## src/stc_ram.sv

```systemverilog
`default_nettype none
module stc_ram #(
	parameter int WIDTH = 8,
	parameter int DEPTH = 40
) (
	input  wire                                  clk,
	input  wire                                  we,
	input  wire  [((DEPTH > 1) ? $clog2(DEPTH) : 1)-1:0] waddr,
	input  wire  [WIDTH-1:0]                     wdata,
	input  wire  [((DEPTH > 1) ? $clog2(DEPTH) : 1)-1:0] raddr,
	output logic [WIDTH-1:0]                     rdata
);

	logic [WIDTH-1:0] mem [DEPTH];

	always_ff @(posedge clk) begin
		if (we) begin
			mem[waddr] <= wdata;
		end
		rdata <= mem[raddr];
	end

endmodule
`default_nettype wire

```

## config.mk

```make
export PLATFORM = sky130hd
export DESIGN_NAME = stc_ram
export DESIGN_NICKNAME = d
export VERILOG_FILES = /design/src/stc_ram.sv
export SDC_FILE = /design/constraint.sdc
export NUM_CORES = 1
export LEC_CHECK = 0
export BUFFER_PORTS_ARGS = -buffer_cell sky130_fd_sc_hd__clkbuf_2
export CORE_MARGIN = 3
export CORE_UTILIZATION = 30
export CTS_CLUSTER_SIZE = 40
export DETAILED_ROUTE_END_ITERATION = 7
export GPL_TIMING_DRIVEN = 0
export SLEW_MARGIN = 10
export SYNTH_ARGS = -nofsm -noshare
export SYNTH_HDL_FRONTEND = slang
export SYNTH_SLANG_ARGS = --single-unit
```

## constraint.sdc

```tcl
create_clock -name clk -period 3.9 [get_ports clk]
set_input_delay 0.39 -clock clk [delete_from_list [all_inputs] [get_ports clk]]
set_output_delay 0.39 -clock clk [all_outputs]
set_load 0.01 [all_outputs]
```

### Yosys cells after proc, flatten, opt, wreduce, memory -nomap -nowiden

Memories as Yosys holds them, arrays and structs flattened. A register that Yosys moved wholly into a read port is not among the register bits.
Index checks and enable logic that the tools add are counted.

* muxes and demuxes: 2

Operator list (number)
* $mux 1: 2

* logic and storage cells: 3
* bits in writable memories: 320
* memories kept: 1
* bits in registers: 0
* output and inout port bits: 8

Memories
* mem: words 40, width 8, read ports 1, clocked after memory_dff 1, write ports 1, RTL line 14 `logic [WIDTH-1:0] mem [DEPTH];`

### Depth between registers and ports, before layout

Gate-level depths: netlist of run 1.

* word-level depth: 2
* gate-level depth with buffers: 7
* depth with buffers taken out: 5

### Least setup slack after synthesis of run 1

OpenSTA, ideal clock, no wires.

* path type: input-to-reg
* start: input port waddr[5] in the netlist's numbering
* end: memory mem[16][0], enable pin
* path slack: 2044 ps
* setup time: 383 ps
* buffers on the path: 0
* stages: 3
* arrival: 1472 ps
* path through: nor4bb_1 > nand2b_1 > nor3_1

RTL lines
* from (decl): RTL line 8 `input wire [((DEPTH > 1) ? $clog2(DEPTH) : 1)-1:0] waddr,`
* to (decl): RTL line 14

No word-level cell before the write port.

==> results of run 1 <==
area by class of cell:
| type | instances | area [µm²] | share of cell area, % |
|---|---|---|---|
| antenna | 1 | 2.50 | 0.0168 |
| buffer | 41 | 283 | 1.90 |
| clock buffer | 47 | 952 | 6.39 |
| clock inverter | 14 | 106 | 0.713 |
| multi-input combinational | 327 | 2950 | 19.8 |
| sequential | 328 | 9770 | 65.5 |
| tap | 577 | 722 | 4.84 |
| timing repair buffer | 25 | 125 | 0.839 |
report_power, final:
| group | switching [mW] | internal [mW] | leakage [nW] |
|---|---|---|---|
| Combinational | 0.271 | 0.145 | 1.50 |
| Clock | 1.32 | 1.79 | 0.518 |
| Sequential | 0.00755 | 3.90 | 2.95 |
| Total | 1.60 | 5.83 | 4.96 |
path summary, 6_finish.rpt:
path	endpoint	cells after the start	slack, ps
setup / recovery	rdata[3]$_DFF_P_	8	1730
hold / removal	rdata[4]$_DFF_P_	2	480
hold reg to reg	rdata[3]$_DFF_P_	4	880
setup reg to reg	rdata[2]$_DFF_P_	5	2150
per-stage QoR:
step / utilization [%] / power (mW)
after floorplan: - / 4.22
after global placement: 32.7 / 4.40
after detailed placement: 32.7 / 4.40
after CTS: 35.2 / 7.49
after global routing: 35.2 / 7.66
final: 35.2 / 7.43
kinds of logic (layout without fill, tap and decap cells):
| kind of cell | count (synthesis) | after routing | share of synthesized area [%] |
|---|---|---|---|
| AND/OR/NAND/NOR | 79 | 79 | 2.73 |
| multiplexers | 152 | 152 | 13.3 |
| buffers and inverters | 41 | 127 | 2.18 |
| flip-flops | 328 | 328 | 75.2 |
| other | 0 | 1 | 0 |
| AO/OA/AOI/OAI | 96 | 96 | 6.59 |
flip-flops by register name, indices dropped and copies added, names as in the netlist:
name,count
mem,320
rdata,8
critical path: stages:
cell and delay (ps):
clkbuf_2 90, buf_4 180, nor2b_1 450, buf_2 380, buf_2 330, a22oi_1 160
a21oi_1 410, o41ai_2 140
routing by layer:
layer | up-vias | part of all wire [%] | global-route usage, %
li1 | 2931 | - | -
met1 | 3385 | 44 | 17.7
met2 | 229 | 48 | 21.3
met3 | 69 | 5.7 | 2.11
met4 | 0 | 3.2 | 4.59
met5 | - | 0 | 0
synth_stat cells:
master / count
edfxtp_1: 320
mux2i_1: 128
nor2_1: 41
a22oi_1: 32
a21oi_1: 16
a22o_1: 16
mux4_2: 16
nand2_1: 15
clkbuf_1: 13
a221oi_2: 12
buf_4: 11
dfxtp_1: 8
mux2_2: 8
o22ai_1: 8
o41ai_2: 8
buf_2: 6
nand2b_1: 5
nor2b_1: 5
a221oi_1: 4
buf_6: 4
nand3_1: 4
buf_1: 3
buf_8: 3
nor3_1: 2
and2_1: 1
buf_12: 1
nand3b_1: 1
nand4_1: 1
nor4bb_1: 1
or2_2: 1
or3_1: 1
or3b_2: 1
==> impl_metrics.csv, run 1 <==
group,metric,value,unit
run_status,status,"finished, final reports clean",
logic_synthesis,synth_warnings,0,
critical_path,cp.required,4270,ps
placement,routabilityCongestion,0.837,
global_route,grt_max_degree,41,
sta,clock_skew,16.3,ps
layout,nNetsFinal,780,
routing,dr.first_iter.drc_count,716,
routing,postRouteAntennaNets,0,
global_route,antenna_found_initial,1,
cts,cts.sinks,328,
placement,dpl.hpwl,19.5,mm
logic_synthesis,synth.avg_cell_area,18.7,µm²
layout,layout_common_cells,"edfxtp_1 (320), mux2i_1 (128), nor2_1 (41), clkbuf_16 (36), a22oi_1 (32)",
sta,fin_crit_sh,55.7,%
cts,ctsResizeCount,0,
power_and_ir_drop,p_leak,4.96,nW
layout,fillers,3958,
logic_synthesis,yosysTopAreaCell,"edfxtp_1",
critical_path,critPathMaxFanout,10,
cts,worstSkewPairLatency,510,ps
sta,hold_viol,0,
min_path,min_from,"raddr[5]",
power_and_ir_drop,ir_drop,0.245,mV
logic_synthesis,synth.area.top_cells,"edfxtp_1 (74%), mux2i_1 (9.9%), mux4_2 (2.8%), a22oi_1 (1.8%), a221oi_2 (1.4%)",
sta,setup_ws,1730,ps
floorplanning,fp.dieW,214,µm
sta,worst_pin_slew,990,ps
sta,tns,0,ps
global_route,grt.total_usage,13.0,%
logic_synthesis,syn_nets,718,
routing,drc,0,
layout,area_growth,14.8,%
routing,num_vias,6614,
layout,drive_gt1_share,18.3,%
global_route,grt_pass1_vias,6775,
layout,layoutNonFillerInstCount,1360,
placement,place_ws,1200,ps
critical_path,crit_path_end_kind,"flop",
logic_synthesis,yosysTopAreaCellShare,74.0,%
logic_synthesis,synth_cells,696,
sta,slew_viol_final,0,
placement,port_buffers,25,
cts,cts_tree,"built",
critical_path,crit_start,"raddr[1]",
placement,dp_cells,1298,
flow_run,maxCapViolCount,0,
sta,rsz0062_at_grt,"false",
routing,wl_per_cell,22.4,µm
cts,h-tree-depth,2,
logic_synthesis,syn-cell-area,13000,µm²
sta,slew_headroom,34.0,%
global_route,grt_pass1_wl,44.9,mm
logic_synthesis,yosysUniqueCellTypes,32,
sta,min_period,2170,ps
logic_synthesis,synth_seq_area_share,75.2,%
floorplanning,initial_core_util,30.7,%
min_path,hold_path.class,"primary input to flop",
routing,vias_per_cell,4.86,
sta,whs,476,ps
floorplanning,core_area,42300,µm²
critical_path,worstSetupPathType,"primary input to flop",
global_route,grt-ovfl-total,0,
critical_path,startpoint_type,"primary input",
sta,finalSetupViolations,0,
cts,path_clk_slew,60,ps
layout,final_area,14900,µm²
cts,hold_buffers,0,
critical_path,critPathArrivalTime,2540,ps
floorplanning,dieArea,45800,µm²
cts,ctsLongestPathBuffers,3,
floorplanning,pin_count,30,
sta,max_freq,0.460,GHz
cts,post-cts-setup-buffers,0,
placement,place_area,13800,µm²
floorplanning,rows,75,
layout,final_common_cell,"edfxtp_1",
logic_synthesis,synth-seq-cells,328,
critical_path,rr_startpoint,"mem[20][2]$_DFFE_PP_",
cts,cts_made_buffers,35,
routing,drt-total-wl,30.4,mm
power_and_ir_drop,power-per-cell-area,498,nW/µm²
cts,ctsRootBufferMaster,"clkbuf_16",
floorplanning,die_h,214,µm
routing,drtPass1Iterations,5,
Power figures use the tool's default switching activity.
==> run 2, diff against run 1 <==
clock period = 2 ns   (was 3.9 ns; I/O delays follow)
==> impl_metrics.csv, run 2 (same netlist as run 1, synthesis figures left out) <==
group,metric,value,unit
global_route,grt_use_met2,21.3,%
sta,rsz0062_at_grt,"false",
power_and_ir_drop,power-per-cell-area,971,nW/µm²
global_route,grt_pass1_wl,44.9,mm
sta,clock_skew,15.9,ps
critical_path,cp.required,2370,ps
floorplanning,pin_count,30,
critical_path,r2r_slack,280,ps
floorplanning,die_h,214,µm
floorplanning,dieArea,45800,µm²
flow_run,maxCapViolCount,0,
run_status,status,"finished, final reports clean",
global_route,use_met1,17.7,%
routing,drc,0,
layout,drive_gt1_share,18.4,%
critical_path,startpoint_type,"primary input",
sta,slew_viol_final,0,
layout,final_util,35.2,%
placement,dpl.hpwl,19.5,mm
min_path,hold_path.class,"primary input to flop",
power_and_ir_drop,p_leak,4.97,nW
critical_path,crit_path_end_kind,"flop",
cts,cts.sinks,328,
cts,ctsRootBufferMaster,"clkbuf_16",
routing,postRouteAntennaNets,0,
cts,hold_buffers,0,
sta,min_period,1920,ps
sta,hold_viol,0,
layout,reg.largest.list,"mem: 320 flops, rdata: 8 flops",
layout,final_common_cell,"edfxtp_1",
floorplanning,core_area,42300,µm²
power_and_ir_drop,ir_drop,0.483,mV
placement,port_buffers,25,
sta,max_freq,0.520,GHz
layout,largest_register_ffs,320,
global_route,grt-ovfl-total,0,
global_route,top_usage_layer,"met2",
sta,worst_pin_slew,992,ps
routing,dr.first_iter.drc_count,731,
critical_path,critPathArrivalTime,2290,ps
routing,num_vias,6606,
cts,h-tree-depth,2,
routing,vias_per_cell,4.86,
routing,drtPass1Iterations,5,
floorplanning,rows,75,
critical_path,critPathMaxFanout,10,
routing,drt-total-wl,30.4,mm
layout,layout_common_cells,"edfxtp_1 (320), mux2i_1 (128), nor2_1 (41), clkbuf_16 (36), a22oi_1 (32)",
critical_path,worstSetupPathType,"primary input to flop",
floorplanning,initial_core_util,30.7,%
routing,wl_per_cell,22.3,µm
sta,fin_crit_sh,96.1,%
floorplanning,fp.dieW,214,µm
cts,cts_made_buffers,35,
global_route,grt_pass1_vias,6775,
sta,tns,0,ps
layout,nNetsFinal,780,
layout,fillers,3957,
sta,slew_headroom,33.9,%
cts,path_clk_slew,60,ps
global_route,antenna_found_initial,1,
global_route,grt.total_usage,13.0,%
placement,routabilityCongestion,0.837,
layout,regMostFlops,"mem",
global_route,met3_usage,2.11,%
sta,finalSetupViolations,0,
global_route,grt_max_degree,41,
layout,area_growth,14.8,%
cts,cts_tree,"built",
cts,worstSkewPairLatency,510,ps
cts,ctsLongestPathBuffers,3,
==> run 2: area by class of cell <==
class                      count  area (µm²)  area share [%]
sequential                   328        9770            65.5
multi-input combinational    327        2950            19.8
clock buffer                  47         952            6.38
buffer                        41         283            1.90
tap                          577         722            4.84
timing repair buffer          25         125           0.839
antenna                        1        2.50          0.0168
clock inverter                14         106           0.713
==> run 2: worst max-delay path, cell delays in order <==
cell	delay [ps]
clkbuf_2	90
and2_1	160
clkbuf_1	250
buf_2	350
clkbuf_1	530
a22oi_1	180
a21oi_1	380
o41ai_2	130
==> run 2: what timing repair did <==
action	in CTS	in global routing
resized for setup	0	1
endpoints found under the setup margin	0	1
endpoints found under the hold margin	0	0
buffers inserted	0	0
==> run 2: where the power goes <==
| group | internal [mW] | switching, mW |
|---|---|---|
| sequential | 7.61 | 0.0147 |
| combinational | 0.284 | 0.529 |
| clock | 3.48 | 2.57 |
==> run 2: worst paths after layout <==
check	from	to	cells after the start
max	raddr[2]	rdata[3]$_DFF_P_	8
min	raddr[5]	rdata[4]$_DFF_P_	2
max reg2reg	mem[20][2]$_DFFE_PP_	rdata[2]$_DFF_P_	5
min reg2reg	mem[36][3]$_DFFE_PP_	rdata[3]$_DFF_P_	4
==> run 2: routing by layer <==
layer / wire length (µm) / up-vias
met1: 13200 / 3367
met3: 1810 / 67
li1: - / 2932
met5: 0 / -
met2: 14400 / 240
met4: 1000 / 0
==> run 2: metrics by stage <==
stage          area [µm²]  std cells  setup slack, ps  power, mW  hold slack, ps
2_1_floorplan       13000        696              334       8.23             299
3_3_place_gp        13800       1298             -628       8.57             594
3_5_place_dp        13800       1298             -514       8.59             590
4_1_cts             14900       1359             7.57       14.6             279
5_1_grt             14900       1360             13.3       14.9             296
6_report            14900       1360             77.5       14.5             282
